===== config.mk =====
export PLATFORM = sky130hd
export DESIGN_NAME = line_sensor_pid_drive
export DESIGN_NICKNAME = d
export VERILOG_FILES = /design/src/hdl/lsp_pkg.sv /design/src/hdl/lsp_div.sv /design/src/hdl/lsp_mul.sv /design/src/hdl/line_sensor_pid_drive.sv
export SDC_FILE = /design/constraint.sdc
export NUM_CORES = 2
export LEC_CHECK = 0
export BUFFER_PORTS_ARGS = -buffer_cell sky130_fd_sc_hd__buf_2
export CAP_MARGIN = 10
export CORE_ASPECT_RATIO = 1.4
export CORE_UTILIZATION = 45
export CTS_CLUSTER_DIAMETER = 80
export DETAILED_ROUTE_END_ITERATION = 16
export RECOVER_POWER = 25
export SLEW_MARGIN = 20
export SYNTH_ARGS = -nofsm -noshare
export SYNTH_HDL_FRONTEND = slang
export SYNTH_SLANG_ARGS = --single-unit

===== constraint.sdc =====
create_clock -name i_clk -period 11.12 [get_ports i_clk]
set_clock_uncertainty 0.05 [all_clocks]
set_input_delay 1.112 -clock i_clk [delete_from_list [all_inputs] [get_ports i_clk]]
set_output_delay 1.112 -clock i_clk [all_outputs]
set_load 0.1 [all_outputs]

===== src/hdl/lsp_pkg.sv =====
// ----------------------------------------------------------------------------
// lsp_pkg
// shared types and constants of the line sensor pid drive
// ----------------------------------------------------------------------------
package lsp_pkg;

    localparam int N_SENS    = 8;
    localparam int SENS_IW   = 3;
    localparam int FRAC_BITS = 16;

    localparam int CMD_W = 2;
    localparam logic [CMD_W-1:0] CMD_CLEAR = 2'd0;
    localparam logic [CMD_W-1:0] CMD_CAL   = 2'd1;
    localparam logic [CMD_W-1:0] CMD_TICK  = 2'd2;

    localparam int CFG_IW = 3;
    localparam int CFG_DW = 40;
    localparam logic [CFG_IW-1:0] CFG_PROP   = 3'd0;
    localparam logic [CFG_IW-1:0] CFG_INTEG  = 3'd1;
    localparam logic [CFG_IW-1:0] CFG_DERIV  = 3'd2;
    localparam logic [CFG_IW-1:0] CFG_TARGET = 3'd3;
    localparam logic [CFG_IW-1:0] CFG_CRUISE = 3'd4;
    localparam logic [CFG_IW-1:0] CFG_SEARCH = 3'd5;
    localparam logic [CFG_IW-1:0] CFG_THRESH = 3'd6;

    localparam int GAIN_W   = 32;
    localparam int IGAIN_W  = 40;
    localparam int TARGET_W = 23;
    localparam int SPEED_W  = 7;
    localparam int THR_W    = 16;

    localparam int MUL_AW = 47;
    localparam int MUL_BW = 40;
    localparam int MUL_PW = MUL_AW + MUL_BW;

    localparam int WGT_W   = 22;
    localparam int ACC_W   = 64;
    localparam int POS_W   = 25;
    localparam int ERR_W   = 26;
    localparam int DERR_W  = 27;
    localparam int INTEG_W = 48;
    localparam int TERM_W  = 42;
    localparam int PSUM_W  = 44;
    localparam int PID_W   = 25;
    localparam int MOTOR_W = 25;
    localparam int DUTY_W  = 7;

    localparam longint POS_LIM   = 64'd13107200;
    localparam longint PID_LIM   = 64'd10485760;
    localparam longint MOTOR_LIM = 64'd11796480;
    localparam longint INTEG_LIM = 64'd140737488355327;
    localparam logic [DUTY_W-1:0] DUTY_MAX = 7'd100;

    localparam int P_SHIFT = 24;
    localparam int I_SHIFT = 40;
    localparam int TERM_LIM_BITS = 40;

    typedef struct packed {
        logic              rr;
        logic [DUTY_W-1:0] rd;
        logic              lr;
        logic [DUTY_W-1:0] ld;
    } t_drive;

    // weight magnitude, sensors 0..3 carry a negative sign
    function automatic logic [WGT_W-1:0] weight_mag(input logic [SENS_IW-1:0] idx);
        logic [1:0] j;
        j = idx[2] ? idx[1:0] : ~idx[1:0];
        case (j)
            2'd0:    weight_mag = 22'd469238;
            2'd1:    weight_mag = 22'd1405092;
            2'd2:    weight_mag = 22'd2340946;
            default: weight_mag = 22'd3276800;
        endcase
    endfunction

endpackage


===== src/hdl/lsp_div.sv =====
// ----------------------------------------------------------------------------
// lsp_div
// bit-serial restoring divider, one quotient bit per cycle
// ----------------------------------------------------------------------------
module lsp_div #(
    parameter int SAMPLE_BITS = 12
) (
    input  logic                      i_clk,
    input  logic                      i_rst_n,
    input  logic                      i_start,
    input  logic [SAMPLE_BITS-1:0]    i_num_mag,
    input  logic [SAMPLE_BITS-1:0]    i_den_mag,
    output logic                      o_done,
    output logic [SAMPLE_BITS+15:0]   o_quot
);
    import lsp_pkg::*;

    localparam int S  = SAMPLE_BITS;
    localparam int DW = S + FRAC_BITS;
    localparam int CW = $clog2(DW + 1);

    logic          r_busy, r_done;
    logic [CW-1:0] r_cnt;
    logic [S-1:0]  r_rem, r_den;
    logic [DW-1:0] r_quo;
    logic [S:0]    w_try, w_diff;
    logic          w_ge;

    always_comb begin
        w_try  = {r_rem, r_quo[DW-1]};
        w_ge   = w_try >= {1'b0, r_den};
        w_diff = w_try - {1'b0, r_den};
    end

    always_ff @(posedge i_clk) begin
        if (!i_rst_n) begin
            r_busy <= 1'b0;
            r_done <= 1'b0;
            r_cnt  <= '0;
        end else begin
            r_done <= 1'b0;
            if (i_start) begin
                r_busy <= 1'b1;
                r_cnt  <= CW'(DW);
                r_rem  <= '0;
                r_den  <= i_den_mag;
                r_quo  <= {i_num_mag, {FRAC_BITS{1'b0}}};
            end else if (r_busy) begin
                r_rem <= w_ge ? w_diff[S-1:0] : w_try[S-1:0];
                r_quo <= {r_quo[DW-2:0], w_ge};
                r_cnt <= r_cnt - 1'b1;
                if (r_cnt == CW'(1)) begin
                    r_busy <= 1'b0;
                    r_done <= 1'b1;
                end
            end
        end
    end

    assign o_done = r_done;
    assign o_quot = r_quo;

endmodule


===== src/hdl/lsp_mul.sv =====
// ----------------------------------------------------------------------------
// lsp_mul
// bit-serial shift-add multiplier, one multiplier bit per cycle
// ----------------------------------------------------------------------------
module lsp_mul (
    input  logic                       i_clk,
    input  logic                       i_rst_n,
    input  logic                       i_start,
    input  logic [lsp_pkg::MUL_AW-1:0] i_a,
    input  logic [lsp_pkg::MUL_BW-1:0] i_b,
    output logic                       o_done,
    output logic [lsp_pkg::MUL_PW-1:0] o_prod
);
    import lsp_pkg::*;

    localparam int CW = $clog2(MUL_BW + 1);

    logic              r_busy, r_done;
    logic [CW-1:0]     r_cnt;
    logic [MUL_AW-1:0] r_a;
    logic [MUL_PW:0]   r_p;
    logic [MUL_AW:0]   w_sum;

    assign w_sum = r_p[MUL_PW:MUL_BW] + (r_p[0] ? {1'b0, r_a} : '0);

    always_ff @(posedge i_clk) begin
        if (!i_rst_n) begin
            r_busy <= 1'b0;
            r_done <= 1'b0;
            r_cnt  <= '0;
        end else begin
            r_done <= 1'b0;
            if (i_start) begin
                r_busy <= 1'b1;
                r_cnt  <= CW'(MUL_BW);
                r_a    <= i_a;
                r_p    <= {{(MUL_AW+1){1'b0}}, i_b};
            end else if (r_busy) begin
                r_p   <= {1'b0, w_sum, r_p[MUL_BW-1:1]};
                r_cnt <= r_cnt - 1'b1;
                if (r_cnt == CW'(1)) begin
                    r_busy <= 1'b0;
                    r_done <= 1'b1;
                end
            end
        end
    end

    assign o_done = r_done;
    assign o_prod = r_p[MUL_PW-1:0];

endmodule


===== src/hdl/line_sensor_pid_drive.sv =====
// ----------------------------------------------------------------------------
// line_sensor_pid_drive
// line sensor calibration, position estimate, pid and motor mix
// ----------------------------------------------------------------------------
// input channel i_valid/o_ready carries a command and eight samples; the
// output channel o_valid/i_ready returns one drive item per input item.
// registers are written through i_cfg_valid/o_cfg_ready with i_cfg_index
// and i_cfg_data, always ready; the user must write them only while the
// block is idle, the block does not enforce this. one item is worked on
// at a time. a control tick runs per sensor one serial divide of
// SAMPLE_BITS+16 quotient bits, skipped when the calibrated range is zero,
// and one serial multiply over 40 multiplier bits, then three more
// multiplies for the pid terms, all on one shared divider and multiplier.
// the next item is accepted while a finished result waits in the output
// register; a stalled receiver holds the block at its last step.
// synchronous reset restores register defaults, clears calibration,
// pid state and the held drive.
// ----------------------------------------------------------------------------
module line_sensor_pid_drive #(
    parameter int SAMPLE_BITS = 12
) (
    input  logic                         i_clk,
    input  logic                         i_rst_n,
    input  logic                         i_valid,
    output logic                         o_ready,
    input  logic [lsp_pkg::CMD_W-1:0]    i_cmd,
    input  logic [SAMPLE_BITS-1:0]       i_sample0,
    input  logic [SAMPLE_BITS-1:0]       i_sample1,
    input  logic [SAMPLE_BITS-1:0]       i_sample2,
    input  logic [SAMPLE_BITS-1:0]       i_sample3,
    input  logic [SAMPLE_BITS-1:0]       i_sample4,
    input  logic [SAMPLE_BITS-1:0]       i_sample5,
    input  logic [SAMPLE_BITS-1:0]       i_sample6,
    input  logic [SAMPLE_BITS-1:0]       i_sample7,
    output logic                         o_valid,
    input  logic                         i_ready,
    output logic [lsp_pkg::DUTY_W-1:0]   o_left_duty,
    output logic                         o_left_reverse,
    output logic [lsp_pkg::DUTY_W-1:0]   o_right_duty,
    output logic                         o_right_reverse,
    output logic                         o_on_line,
    output logic signed [lsp_pkg::POS_W-1:0] o_line_position,
    input  logic                         i_cfg_valid,
    output logic                         o_cfg_ready,
    input  logic [lsp_pkg::CFG_IW-1:0]   i_cfg_index,
    input  logic [lsp_pkg::CFG_DW-1:0]   i_cfg_data
);
    import lsp_pkg::*;

    localparam int S  = SAMPLE_BITS;
    localparam int DW = S + FRAC_BITS;
    localparam int NW = S + 18;

    localparam logic [1:0] TERM_P = 2'd0;
    localparam logic [1:0] TERM_I = 2'd1;
    localparam logic [1:0] TERM_D = 2'd2;

    typedef enum logic [9:0] {
        S_IDLE   = 10'b0000000001,
        S_NSTART = 10'b0000000010,
        S_NDIV   = 10'b0000000100,
        S_WSTART = 10'b0000001000,
        S_WMUL   = 10'b0000010000,
        S_POS    = 10'b0000100000,
        S_MSTART = 10'b0001000000,
        S_MWAIT  = 10'b0010000000,
        S_MIX    = 10'b0100000000,
        S_DONE   = 10'b1000000000
    } t_state;

    t_state r_state;

    logic [GAIN_W-1:0]         r_prop, r_deriv;
    logic [IGAIN_W-1:0]        r_igain;
    logic signed [TARGET_W-1:0] r_target;
    logic [SPEED_W-1:0]        r_cruise, r_search;
    logic [THR_W-1:0]          r_thr;

    logic [S-1:0] r_cal_min [N_SENS];
    logic [S-1:0] r_cal_max [N_SENS];
    logic [S-1:0] r_samp    [N_SENS];
    logic [S-1:0] w_in_samp [N_SENS];
    logic [CMD_W-1:0] r_cmd;

    logic [SENS_IW-1:0]        r_idx;
    logic [1:0]                r_k;
    logic signed [NW-1:0]      r_norm;
    logic [N_SENS-1:0]         r_seen;
    logic signed [ACC_W-1:0]   r_acc;
    logic signed [POS_W-1:0]   r_pos;
    logic signed [ERR_W-1:0]   r_err, r_last_err;
    logic signed [DERR_W-1:0]  r_derr;
    logic signed [INTEG_W-1:0] r_integ;
    logic signed [PSUM_W-1:0]  r_pid_sum;
    logic                      r_mneg;
    logic                      r_on_line, r_lseen, r_rseen;
    t_drive                    r_held;

    logic                      r_out_valid;
    t_drive                    r_out_drive;
    logic                      r_out_on_line;
    logic signed [POS_W-1:0]   r_out_pos;

    // sensor datapath
    logic [S-1:0]         w_smp, w_min, w_max;
    logic signed [S:0]    w_num, w_den, w_num_neg, w_den_neg;
    logic [S-1:0]         w_num_mag, w_den_mag;
    logic                 w_div_neg, w_div_start, w_div_done;
    logic [DW-1:0]        w_quot;
    logic signed [NW-1:0] w_q, w_norm_div, w_norm_next, w_thr2, w_one, w_norm_mag;
    logic                 w_in_acc;

    assign w_in_samp[0] = i_sample0;
    assign w_in_samp[1] = i_sample1;
    assign w_in_samp[2] = i_sample2;
    assign w_in_samp[3] = i_sample3;
    assign w_in_samp[4] = i_sample4;
    assign w_in_samp[5] = i_sample5;
    assign w_in_samp[6] = i_sample6;
    assign w_in_samp[7] = i_sample7;

    always_comb begin
        w_smp      = r_samp[r_idx];
        w_min      = r_cal_min[r_idx];
        w_max      = r_cal_max[r_idx];
        w_num      = $signed({1'b0, w_smp}) - $signed({1'b0, w_min});
        w_den      = $signed({1'b0, w_max}) - $signed({1'b0, w_min});
        w_num_neg  = -w_num;
        w_den_neg  = -w_den;
        w_num_mag  = w_num[S] ? w_num_neg[S-1:0] : w_num[S-1:0];
        w_den_mag  = w_den[S] ? w_den_neg[S-1:0] : w_den[S-1:0];
        w_div_neg  = w_num[S] ^ w_den[S];
        w_one      = $signed(NW'(1) << FRAC_BITS);
        w_q        = $signed({2'b00, w_quot});
        w_norm_div = w_div_neg ? (w_one + w_q) : (w_one - w_q);
        w_norm_next = (w_den == '0) ? w_one : w_norm_div;
        w_thr2     = $signed({{(NW-THR_W-1){1'b0}}, r_thr, 1'b0});
        w_norm_mag = r_norm[NW-1] ? -r_norm : r_norm;
    end

    assign w_div_start = (r_state == S_NSTART) && (w_den != '0);

    lsp_div #(
        .SAMPLE_BITS(SAMPLE_BITS)
    ) u_div (
        .i_clk     (i_clk),
        .i_rst_n   (i_rst_n),
        .i_start   (w_div_start),
        .i_num_mag (w_num_mag),
        .i_den_mag (w_den_mag),
        .o_done    (w_div_done),
        .o_quot    (w_quot)
    );

    // multiplier operands
    logic signed [INTEG_W-1:0] w_sel;
    logic [INTEG_W-1:0]        w_sel_mag;
    logic [MUL_AW-1:0]         w_ma;
    logic [MUL_BW-1:0]         w_mb;
    logic                      w_sel_neg, w_mul_start, w_mul_done;
    logic [MUL_PW-1:0]         w_prod;

    always_comb begin
        case (r_k)
            TERM_P:  w_sel = INTEG_W'(r_err);
            TERM_I:  w_sel = r_integ;
            default: w_sel = INTEG_W'(r_derr);
        endcase
        w_sel_neg = w_sel[INTEG_W-1];
        w_sel_mag = w_sel_neg ? -w_sel : w_sel;
        if (r_state == S_WSTART) begin
            w_ma = MUL_AW'(weight_mag(r_idx));
            w_mb = {{(MUL_BW-NW){1'b0}}, w_norm_mag};
        end else begin
            w_ma = w_sel_mag[MUL_AW-1:0];
            case (r_k)
                TERM_P:  w_mb = MUL_BW'(r_prop);
                TERM_I:  w_mb = r_igain;
                default: w_mb = MUL_BW'(r_deriv);
            endcase
        end
    end

    assign w_mul_start = (r_state == S_WSTART) || (r_state == S_MSTART);

    lsp_mul u_mul (
        .i_clk   (i_clk),
        .i_rst_n (i_rst_n),
        .i_start (w_mul_start),
        .i_a     (w_ma),
        .i_b     (w_mb),
        .o_done  (w_mul_done),
        .o_prod  (w_prod)
    );

    // weighted sum term
    logic                    w_wneg;
    logic signed [ACC_W-1:0] w_wprod;

    always_comb begin
        w_wneg  = ~r_idx[2] ^ r_norm[NW-1];
        w_wprod = w_wneg ? -$signed(w_prod[ACC_W-1:0]) : $signed(w_prod[ACC_W-1:0]);
    end

    // pid term scaling: floor of shifted product, saturated to 2^40
    logic [MUL_PW-1:0]        w_qsh;
    logic                     w_rem, w_sat;
    logic [TERM_LIM_BITS:0]   w_qt;
    logic signed [TERM_W-1:0] w_term;

    always_comb begin
        if (r_k == TERM_I) begin
            w_qsh = w_prod >> I_SHIFT;
            w_rem = |w_prod[I_SHIFT-1:0];
        end else begin
            w_qsh = w_prod >> P_SHIFT;
            w_rem = |w_prod[P_SHIFT-1:0];
        end
        w_sat = |w_qsh[MUL_PW-1:TERM_LIM_BITS];
        if (w_sat)
            w_qt = {1'b1, {TERM_LIM_BITS{1'b0}}};
        else
            w_qt = {1'b0, w_qsh[TERM_LIM_BITS-1:0]} + (TERM_LIM_BITS+1)'(r_mneg & w_rem);
        w_term = r_mneg ? -$signed({1'b0, w_qt}) : $signed({1'b0, w_qt});
    end

    // position, error and integral
    logic signed [ACC_W-1:0]   w_pos_full;
    logic signed [POS_W-1:0]   w_pos;
    logic signed [ERR_W-1:0]   w_err;
    logic signed [DERR_W-1:0]  w_derr;
    logic signed [INTEG_W:0]   w_isum;
    logic signed [INTEG_W-1:0] w_integ;

    always_comb begin
        w_pos_full = r_acc >>> FRAC_BITS;
        if (w_pos_full > POS_LIM)
            w_pos = POS_W'(POS_LIM);
        else if (w_pos_full < -POS_LIM)
            w_pos = POS_W'(-POS_LIM);
        else
            w_pos = w_pos_full[POS_W-1:0];
        w_err  = ERR_W'(w_pos) - ERR_W'(r_target);
        w_derr = DERR_W'(w_err) - DERR_W'(r_last_err);
        w_isum = (INTEG_W+1)'(r_integ) + (INTEG_W+1)'(w_err);
        if (w_isum > INTEG_LIM)
            w_integ = INTEG_W'(INTEG_LIM);
        else if (w_isum < -INTEG_LIM)
            w_integ = INTEG_W'(-INTEG_LIM);
        else
            w_integ = w_isum[INTEG_W-1:0];
    end

    // motor mix
    logic signed [PID_W-1:0]   w_pid;
    logic signed [MOTOR_W:0]   w_cru, w_lsum, w_rsum;
    logic signed [MOTOR_W-1:0] w_lm, w_rm, w_lmag, w_rmag;
    logic [SPEED_W-1:0]        w_sp;
    logic                      w_on_line;
    t_drive                    w_drive;

    always_comb begin
        if (r_pid_sum > PID_LIM)
            w_pid = PID_W'(PID_LIM);
        else if (r_pid_sum < -PID_LIM)
            w_pid = PID_W'(-PID_LIM);
        else
            w_pid = r_pid_sum[PID_W-1:0];
        w_cru  = $signed({2'b00, r_cruise, 17'b0});
        w_lsum = w_cru + (MOTOR_W+1)'(w_pid);
        w_rsum = w_cru - (MOTOR_W+1)'(w_pid);
        if (w_lsum > MOTOR_LIM)
            w_lm = MOTOR_W'(MOTOR_LIM);
        else if (w_lsum < -MOTOR_LIM)
            w_lm = MOTOR_W'(-MOTOR_LIM);
        else
            w_lm = w_lsum[MOTOR_W-1:0];
        if (w_rsum > MOTOR_LIM)
            w_rm = MOTOR_W'(MOTOR_LIM);
        else if (w_rsum < -MOTOR_LIM)
            w_rm = MOTOR_W'(-MOTOR_LIM);
        else
            w_rm = w_rsum[MOTOR_W-1:0];
        w_lmag    = w_lm[MOTOR_W-1] ? -w_lm : w_lm;
        w_rmag    = w_rm[MOTOR_W-1] ? -w_rm : w_rm;
        w_sp      = (r_search > DUTY_MAX) ? DUTY_MAX : r_search;
        w_on_line = |r_seen[5:2];
        w_drive   = r_held;
        if (w_on_line) begin
            w_drive.ld = w_lmag[23:17];
            w_drive.lr = w_lm[MOTOR_W-1];
            w_drive.rd = w_rmag[23:17];
            w_drive.rr = w_rm[MOTOR_W-1];
        end else if (r_rseen) begin
            w_drive = '{rr: 1'b0, rd: w_sp, lr: 1'b1, ld: w_sp};
        end else if (r_lseen) begin
            w_drive = '{rr: 1'b1, rd: w_sp, lr: 1'b0, ld: w_sp};
        end
    end

    assign o_ready     = (r_state == S_IDLE);
    assign o_cfg_ready = 1'b1;
    assign w_in_acc    = i_valid && o_ready;

    // configuration registers
    always_ff @(posedge i_clk) begin
        if (!i_rst_n) begin
            r_prop   <= 32'd1677722;
            r_igain  <= 40'd109951;
            r_deriv  <= 32'd41943040;
            r_target <= '0;
            r_cruise <= 7'd80;
            r_search <= 7'd70;
            r_thr    <= 16'd16384;
        end else if (i_cfg_valid) begin
            case (i_cfg_index)
                CFG_PROP:   r_prop   <= i_cfg_data[GAIN_W-1:0];
                CFG_INTEG:  r_igain  <= i_cfg_data[IGAIN_W-1:0];
                CFG_DERIV:  r_deriv  <= i_cfg_data[GAIN_W-1:0];
                CFG_TARGET: r_target <= $signed(i_cfg_data[TARGET_W-1:0]);
                CFG_CRUISE: r_cruise <= i_cfg_data[SPEED_W-1:0];
                CFG_SEARCH: r_search <= i_cfg_data[SPEED_W-1:0];
                CFG_THRESH: r_thr    <= i_cfg_data[THR_W-1:0];
                default: ;
            endcase
        end
    end

    // calibration store
    always_ff @(posedge i_clk) begin
        if (!i_rst_n) begin
            for (int i = 0; i < N_SENS; i++) begin
                r_cal_min[i] <= '1;
                r_cal_max[i] <= '0;
            end
        end else if (w_in_acc) begin
            for (int i = 0; i < N_SENS; i++) begin
                if (i_cmd == CMD_CLEAR) begin
                    r_cal_min[i] <= '1;
                    r_cal_max[i] <= '0;
                end else if (i_cmd == CMD_CAL) begin
                    if (w_in_samp[i] > r_cal_max[i])
                        r_cal_max[i] <= w_in_samp[i];
                    if (w_in_samp[i] < r_cal_min[i])
                        r_cal_min[i] <= w_in_samp[i];
                end
            end
        end
    end

    // sequencer
    always_ff @(posedge i_clk) begin
        if (!i_rst_n) begin
            r_state    <= S_IDLE;
            r_integ    <= '0;
            r_last_err <= '0;
            r_lseen    <= 1'b0;
            r_rseen    <= 1'b0;
            r_held     <= '0;
            r_out_valid <= 1'b0;
        end else begin
            if (r_out_valid && i_ready && r_state != S_DONE)
                r_out_valid <= 1'b0;
            case (r_state)
                S_IDLE: begin
                    if (w_in_acc) begin
                        r_cmd <= i_cmd;
                        for (int i = 0; i < N_SENS; i++)
                            r_samp[i] <= w_in_samp[i];
                        r_idx <= '0;
                        r_acc <= '0;
                        r_state <= (i_cmd == CMD_TICK) ? S_NSTART : S_DONE;
                    end
                end
                S_NSTART: begin
                    if (w_den == '0) begin
                        r_norm        <= w_norm_next;
                        r_seen[r_idx] <= w_norm_next > w_thr2;
                        r_state       <= S_WSTART;
                    end else begin
                        r_state <= S_NDIV;
                    end
                end
                S_NDIV: begin
                    if (w_div_done) begin
                        r_norm        <= w_norm_next;
                        r_seen[r_idx] <= w_norm_next > w_thr2;
                        r_state       <= S_WSTART;
                    end
                end
                S_WSTART: r_state <= S_WMUL;
                S_WMUL: begin
                    if (w_mul_done) begin
                        r_acc <= r_acc + w_wprod;
                        if (r_idx == SENS_IW'(N_SENS - 1)) begin
                            r_state <= S_POS;
                        end else begin
                            r_idx   <= r_idx + 1'b1;
                            r_state <= S_NSTART;
                        end
                    end
                end
                S_POS: begin
                    r_pos      <= w_pos;
                    r_err      <= w_err;
                    r_derr     <= w_derr;
                    r_integ    <= w_integ;
                    r_last_err <= w_err;
                    r_pid_sum  <= '0;
                    r_k        <= TERM_P;
                    r_state    <= S_MSTART;
                end
                S_MSTART: begin
                    r_mneg  <= w_sel_neg;
                    r_state <= S_MWAIT;
                end
                S_MWAIT: begin
                    if (w_mul_done) begin
                        r_pid_sum <= r_pid_sum + PSUM_W'(w_term);
                        if (r_k == TERM_D) begin
                            r_state <= S_MIX;
                        end else begin
                            r_k     <= r_k + 1'b1;
                            r_state <= S_MSTART;
                        end
                    end
                end
                S_MIX: begin
                    r_held    <= w_drive;
                    r_on_line <= w_on_line;
                    r_rseen   <= |r_seen[2:0];
                    r_lseen   <= |r_seen[7:5];
                    r_state   <= S_DONE;
                end
                S_DONE: begin
                    if (!r_out_valid || i_ready) begin
                        r_out_valid   <= 1'b1;
                        r_out_drive   <= r_held;
                        r_out_on_line <= (r_cmd == CMD_TICK) ? r_on_line : 1'b0;
                        r_out_pos     <= (r_cmd == CMD_TICK) ? r_pos : '0;
                        r_state       <= S_IDLE;
                    end
                end
                default: r_state <= S_IDLE;
            endcase
        end
    end

    assign o_valid         = r_out_valid;
    assign o_left_duty     = r_out_drive.ld;
    assign o_left_reverse  = r_out_drive.lr;
    assign o_right_duty    = r_out_drive.rd;
    assign o_right_reverse = r_out_drive.rr;
    assign o_on_line       = r_out_on_line;
    assign o_line_position = r_out_pos;

    a_units_exclusive: assert property (@(posedge i_clk) disable iff (!i_rst_n)
        !(w_div_start && w_mul_start))
        else $error("divider and multiplier started together");

    a_tick_starts: assert property (@(posedge i_clk) disable iff (!i_rst_n)
        (w_in_acc && i_cmd == CMD_TICK) |=> (r_state == S_NSTART && r_idx == '0))
        else $error("tick item did not start at sensor zero");

    a_held_range: assert property (@(posedge i_clk) disable iff (!i_rst_n)
        (r_held.ld <= DUTY_MAX) && (r_held.rd <= DUTY_MAX))
        else $error("held duty out of range");

    a_nontick_out: assert property (@(posedge i_clk) disable iff (!i_rst_n)
        (r_state == S_DONE && r_cmd != CMD_TICK && (!r_out_valid || i_ready))
        |=> (o_valid && !o_on_line && o_line_position == '0))
        else $error("non-tick item reported a position");

endmodule

; ---- Yosys cells after proc, flatten, opt, wreduce, memory -nomap -nowiden
; Memories as Yosys holds them, arrays and structs flattened. A register that Yosys moved wholly into a read port is not among the register bits.
; Index checks and enable logic that the tools add are counted.
[word_totals]
ff_bits = 736
ramBits = 288
inputBits = 146
output_inout_bits = 45
elab_cells = 465
mem_count = 3
[classes]
n_addsub = 26
n_lt_le_gt_ge = 31
n_eq_ne = 35
n_mux = 226
bitwise_logic = 40
n_reduce_logical = 53
[mem_list]
columns = name, depth, width, read_ports, rd_ports_with_merged_regs, wr, line
row1 = r_cal_max, 8, 12, 9, 1, 8, line_sensor_pid_drive.sv:80  ; logic [S-1:0] r_cal_max [N_SENS];
row2 = r_cal_min, 8, 12, 9, 1, 8, line_sensor_pid_drive.sv:79  ; logic [S-1:0] r_cal_min [N_SENS];
row3 = r_samp, 8, 12, 1, 1, 8, line_sensor_pid_drive.sv:81  ; logic [S-1:0] r_samp [N_SENS];
[ops]
columns = op, n
row1 = two-way mux 12 bit, 36
row2 = two-way mux 25 bit, 8
row3 = two-way mux 64 bit, 3
row4 = two-way mux 30 bit, 5
row5 = one-hot mux 64 bit (2 select lines), 1
row6 = two-way mux 1 bit, 118
row7 = one-hot mux 10 bit (10 select lines), 1
row8 = greater-than comparator 12 bit, 8
row9 = < comparator 12 bit, 8
row10 = two-way mux 48 bit, 2
row11 = one-hot mux 48 bit (2 select lines), 1
row12 = two-way mux 47 bit, 2
row13 = one-hot mux 44 bit (2 select lines), 1
row14 = two-way mux 87 bit, 1
row15 = two-way mux 40 bit, 2
row16 = one-hot mux 40 bit (2 select lines), 1
row17 = one-hot mux 22 bit (3 select lines), 1
row18 = adder 64 bit, 1
row19 = negation 64 bit, 1
row20 = two-way mux 63 bit, 1
row21 = two-way mux 10 bit, 6
row22 = one-hot mux 30 bit (2 select lines), 1
row23 = two-way mux 28 bit, 2
row24 = "greater-than comparator 26 x 25 -> 1 bit, second input constant", 2
row25 = 96 further kinds, 198

; ---- Depth between registers and ports, before layout
[depth]
word_depth = 10
mapped_depth = 46
depth_no_buf = 39

; ---- Modules after synthesis
; From an unflattened synthesis, not the netlist that was laid out.
[unflattened]
hier_cells = 7403
hier_area_um2 = 69605.5
[modules_own_cells]
columns = mod, instances, cells_each, area_per_inst_um2, seq_area_each_um2
row1 = line_sensor_pid_drive, 1, 6434, 58341.0, 22171.3
row2 = lsp_mul, 1, 726, 8191.6, 4184.0
row3 = lsp_div, 1, 243, 3072.9, 1701.6

; ---- Least setup slack after synthesis
; OpenSTA, ideal clock, no wires.
[synth_timing]
kind = flip-flop to flip-flop
from = reg r_state[7]
to = reg with a tool-made name
setup_ps = 121
arrival_time_ps = 10913
t_required_ps = 10949
setup_slack_ps = 36
path_stages_with_launch = 9
n_path_buf = 1
period_less_slack_ps = 11084
path_cell_list = dfxtp_1 > clkbuf_1 > nor2_1 > nand4_1 > nor3b_1 > nor2_1 > nor4_1 > a21boi_1 > mux2_2
[synth_rtl]
columns = item, line
row1 = "start, declared", line_sensor_pid_drive.sv:71  ; t_state r_state;
row2 = "start signal, assigned", line_sensor_pid_drive.sv:372  ; r_state <= (i_cmd == CMD_TICK) ? S_NSTART : S_DONE;

; ---- Final worst setup path
[layout_timing]
from = reg r_acc[16]
to = reg r_integ[15]
[layout_between]
elab_chain_cells = 8
elab_cells_between_ends = 10
cone_classes = add/sub (2) / order compare (4) / mux (4)
[layout_rtl]
columns = item, line
row1 = "start, declared", line_sensor_pid_drive.sv:89  ; logic signed [ACC_W-1:0] r_acc;
row2 = "start signal, assigned", line_sensor_pid_drive.sv:394  ; r_acc <= r_acc + w_wprod;
row3 = < comparator 48 x 25 -> 1 bit, line_sensor_pid_drive.sv:239  ; else if (w_pos_full < -POS_LIM)
row4 = two-way mux 25 bit, line_sensor_pid_drive.sv:239
row5 = two-way mux 25 bit *, line_sensor_pid_drive.sv:237  ; if (w_pos_full > POS_LIM)
row6 = via w_pos[1], line_sensor_pid_drive.sv:229  ; logic signed [POS_W-1:0] w_pos;
row7 = subtractor 25 x 23 -> 26 bit *, line_sensor_pid_drive.sv:243  ; w_err = ERR_W'(w_pos) - ERR_W'(r_target);
row8 = via w_err[25], line_sensor_pid_drive.sv:230  ; logic signed [ERR_W-1:0] w_err;
row9 = adder 48 x 26 -> 49 bit *, line_sensor_pid_drive.sv:245  ; w_isum = (INTEG_W+1)'(r_integ) + (INTEG_W+1)'(w_err);
row10 = < comparator 49 x 48 -> 1 bit, line_sensor_pid_drive.sv:248  ; else if (w_isum < -INTEG_LIM)
row11 = two-way mux 48 bit, line_sensor_pid_drive.sv:248
row12 = two-way mux 48 bit *, line_sensor_pid_drive.sv:246  ; if (w_isum > INTEG_LIM)
row13 = "end signal, assigned", line_sensor_pid_drive.sv:407  ; r_integ <= w_integ;
row14 = "end, declared", line_sensor_pid_drive.sv:93  ; logic signed [INTEG_W-1:0] r_integ;
; Mark *: on every way through the listed nets, which the timed path passes. The rest lies on a longest branch.
; A chain may end at the register's enable or synchronous reset.

==> flow_metrics.env <==
export IMPL_status="complete, but fails checks"
export IMPL_violations="max-capacitance violations, max-slew violations"
export IMPL_clkPwrFrac=0.307
export IMPL_postCtsResizedCells=0
export IMPL_ant_nets=0
export IMPL_grt_util_met3=0.0373
export IMPL_p_switching_mw=4.37
export IMPL_start_util=0.454
export IMPL_cts_hold_buf=0
export IMPL_path_class="reg -> reg"
export IMPL_async_flop_share=0
export IMPL_synth_main_ff_cell="edfxtp_1"
export IMPL_clockBufferDepth=3
export IMPL_clock_sinks=1027
export IMPL_area_growth_syn_to_layout_pct=9.82
export IMPL_final_nets=7974
export IMPL_cts_buffers_inserted=110
export IMPL_cp_required_ns=11.75
export IMPL_tightest_slew_ns=4.86
export IMPL_cp_slowest_stage_delay_ns=0.46
export IMPL_die_area_sq_um=152000
export IMPL_vdd_ir_drop_max_mv=0.153
export IMPL_setup_tns_ns=0
export IMPL_power_frac_seq=0.364
export IMPL_ys_top_cells_by_area="edfxtp_1 33%, ha_1 9.8%, dfxtp_1 8.2%"
export IMPL_fmax_ghz=0.0986
export IMPL_clk_pin_slew_ns=0.06
export IMPL_die_y_um=462
export IMPL_grt_pass1_wl_um=321000
export IMPL_drc=0
export IMPL_leakage_nw=29.4
export IMPL_routabilityCongestion=0.972
export IMPL_end_kind="register"
export IMPL_cts_root_buf="clkbuf_16"
export IMPL_grt_pass1_vias=53600
export IMPL_viasPerCell=5.81
export IMPL_post_drt_wl_per_cell_um=22.9
export IMPL_antenna_found_initial=27
export IMPL_synth_fp_nets=7876
export IMPL_rsz0062_at_grt="no"
export IMPL_max_slew_margin=-2.24
export IMPL_core_sq_um=150000
export IMPL_synth_area_leader_cell="edfxtp_1"
export IMPL_reg2reg_depth=37
export IMPL_grtUsageMet1=0.306
export IMPL_grt_max_degree=80
export IMPL_clkLatencyLatePin_ns=0.77
export IMPL_first_pass_iters=6
export IMPL_grt_use_met2=0.493
export IMPL_ys_seq_area_frac=0.413
export IMPL_ys_warn_count=0
export IMPL_postCtsSetupRepairBufs=0
export IMPL_synth_distinct_cells=92
export IMPL_vias=54300
export IMPL_wirelength_um=214000
export IMPL_ios=191
export IMPL_timing_final_crit_share=0.912
export IMPL_cts_tree="yes"
export IMPL_grtUsageTotal=0.278
export IMPL_finalPower_mw=12.6
export IMPL_layout_drive_gt1_share=0.0703
export IMPL_synth_avg_cell_area_sq_um=9.45
export IMPL_hold_path_class="reg -> reg"
export IMPL_netlist_instances=7187
export IMPL_min_period_ns=10.14
export IMPL_dp_hpwl_um=166000
export IMPL_p_sw_frac=0.348
export IMPL_synth_edf_count=749
export IMPL_worstHoldPathCells=2
export IMPL_finalMaxSlewViolations=590
export IMPL_syn_area_sq_um=67900
export IMPL_comb_power_share=0.328
export IMPL_hold_worst_slack_ns=0.402
export IMPL_crit_arrival_ns=10.77
export IMPL_first_iter_violations=3707
export IMPL_finalHoldViolations=0
export IMPL_setup_viol=0
export IMPL_overflow=0
export IMPL_ctsHtreeMaxLevel=3
export IMPL_crit_fanout=38
export IMPL_synth_seq_cells=1027
export IMPL_drv_cap=13
export IMPL_synth_top_cell_area_share=0.331
export IMPL_grt_busiest_layer="met2"
export IMPL_io_buffers=189
export IMPL_fp_row_count=168
export IMPL_p_per_area_nw_per_um2=168
export IMPL_p_int_mw=8.19
export IMPL_crit_slowest_cell="nor2_1"
export IMPL_cp_start_kind="register"
export IMPL_die_w_um=330
## registers in the layout (all words and copies together) (netlist names), 28 cells and up, named ones only
name,cells
u_div.o_quot,28
r_igain,40
r_integ,48
r_samp,96
r_cal_min,96
u_mul.r_a,47
r_cal_max,96
r_pid_sum,44
r_deriv,32
r_norm,30
r_acc,64
u_mul.r_p,87
r_prop,32
## layout by cell type, fill, tap and decap left out, types with 51 or more instances in the layout
| master | instances |
|---|---|
| and3_1 | 52 |
| a31oi_1 | 51 |
| ha_1 | 531 |
| o21ai_0 | 367 |
| a21oi_1 | 577 |
| xnor2_1 | 271 |
| and2_1 | 222 |
| nand3_1 | 199 |
| o31ai_1 | 61 |
| mux4_2 | 72 |
| xor2_1 | 243 |
| nor3_1 | 121 |
| mux2i_1 | 58 |
| nand2b_1 | 180 |
| clkbuf_16 | 112 |
| nor2_1 | 549 |
| clkbuf_1 | 184 |
| nand4_1 | 59 |
| a21o_1 | 238 |
| edfxtp_1 | 749 |
| buf_4 | 63 |
| dfxtp_1 | 275 |
| nor2b_1 | 72 |
| nor4_1 | 55 |
| nand2_1 | 760 |
| inv_1 | 402 |
## worst max-delay path: cells and delay by family (launching register included)
kind	cells	cell delay, ns
compound gates	22	5.79
simple gates	10	2.25
fa+ha+maj	2	0.70
buf+inv	2	0.50
flops	1	0.43
xor+xnor	1	0.30
## cells in the mapped netlist, types with 59 or more instances
master	n
nand2_1	760
edfxtp_1	749
a21oi_1	577
nor2_1	559
ha_1	533
inv_1	403
o21ai_0	368
dfxtp_1	278
xnor2_1	273
clkbuf_1	249
xor2_1	244
a21o_1	238
and2_1	238
nand3_1	199
nand2b_1	180
nor3_1	125
nor2b_1	73
mux4_2	72
o31ai_1	61
nand4_1	59
## layout make-up
class	count	area [sq um]
Inverter	404	1520
Timing Repair Buffer	271	1330
Clock inverter	56	698
Tap cell	1955	2450
Clock buffer	151	3050
Fill cell	14200	75100
Multi-Input combinational cell	5471	37400
Antenna cell	16	40.0
Sequential cell	1027	28100
## worst paths after layout
kind	start	slack [ns]	endpoint
setup / recovery	r_acc[16]	0.98	r_integ[15]
setup reg to reg	r_acc[16]	0.98	r_integ[15]
hold / removal	r_thr[11]	0.40	r_thr[11]
hold reg to reg	r_thr[11]	0.40	r_thr[11]
## through the flow
stage,util,instance area (sq um),cells,setup slack (ns)
after floorplan,-,67900,7187,0.0358
final,0.498,74500,9351,0.982
after detailed placement,0.474,71000,9127,1.11
after global placement,0.474,71000,9127,1.16
after CTS,0.499,74700,9334,0.978
after global routing,0.498,74500,9336,0.0754
## logic make-up after synthesis
kind of cell / after synthesis / synth area share
simple gates: 2504 / 0.180
compound gates: 1753 / 0.164
flops: 1027 / 0.413
buf+inv: 689 / 0.0387
fa+ha+maj: 543 / 0.101
xor+xnor: 518 / 0.0669
mux: 152 / 0.0361
other cells: 1 / 0.0000552
## per-layer routing
metal / up-vias / wire length (um) / share of wire
li1: 26200 / - / -
met1: 26200 / 80600 / 0.38
met2: 1451 / 106000 / 0.50
met3: 472 / 10700 / 0.050
met4: 26 / 16800 / 0.078
met5: - / 163 / 0.00076
## power groups by stage
| stage | Sequential, mW | Combinational, mW | Clock (mW) |
|---|---|---|---|
| 6_report | 4.58 | 4.12 | 3.86 |
| 5_1_grt | 4.60 | 4.50 | 4.05 |
| 4_1_cts | 4.57 | 4.13 | 3.93 |
| 3_5_place_dp | 4.65 | 4.10 | 0 |
| 3_3_place_gp | 4.65 | 4.06 | 0 |
| 2_1_floorplan | 4.64 | 2.92 | 0 |
(Power assumes the default switching activity.)
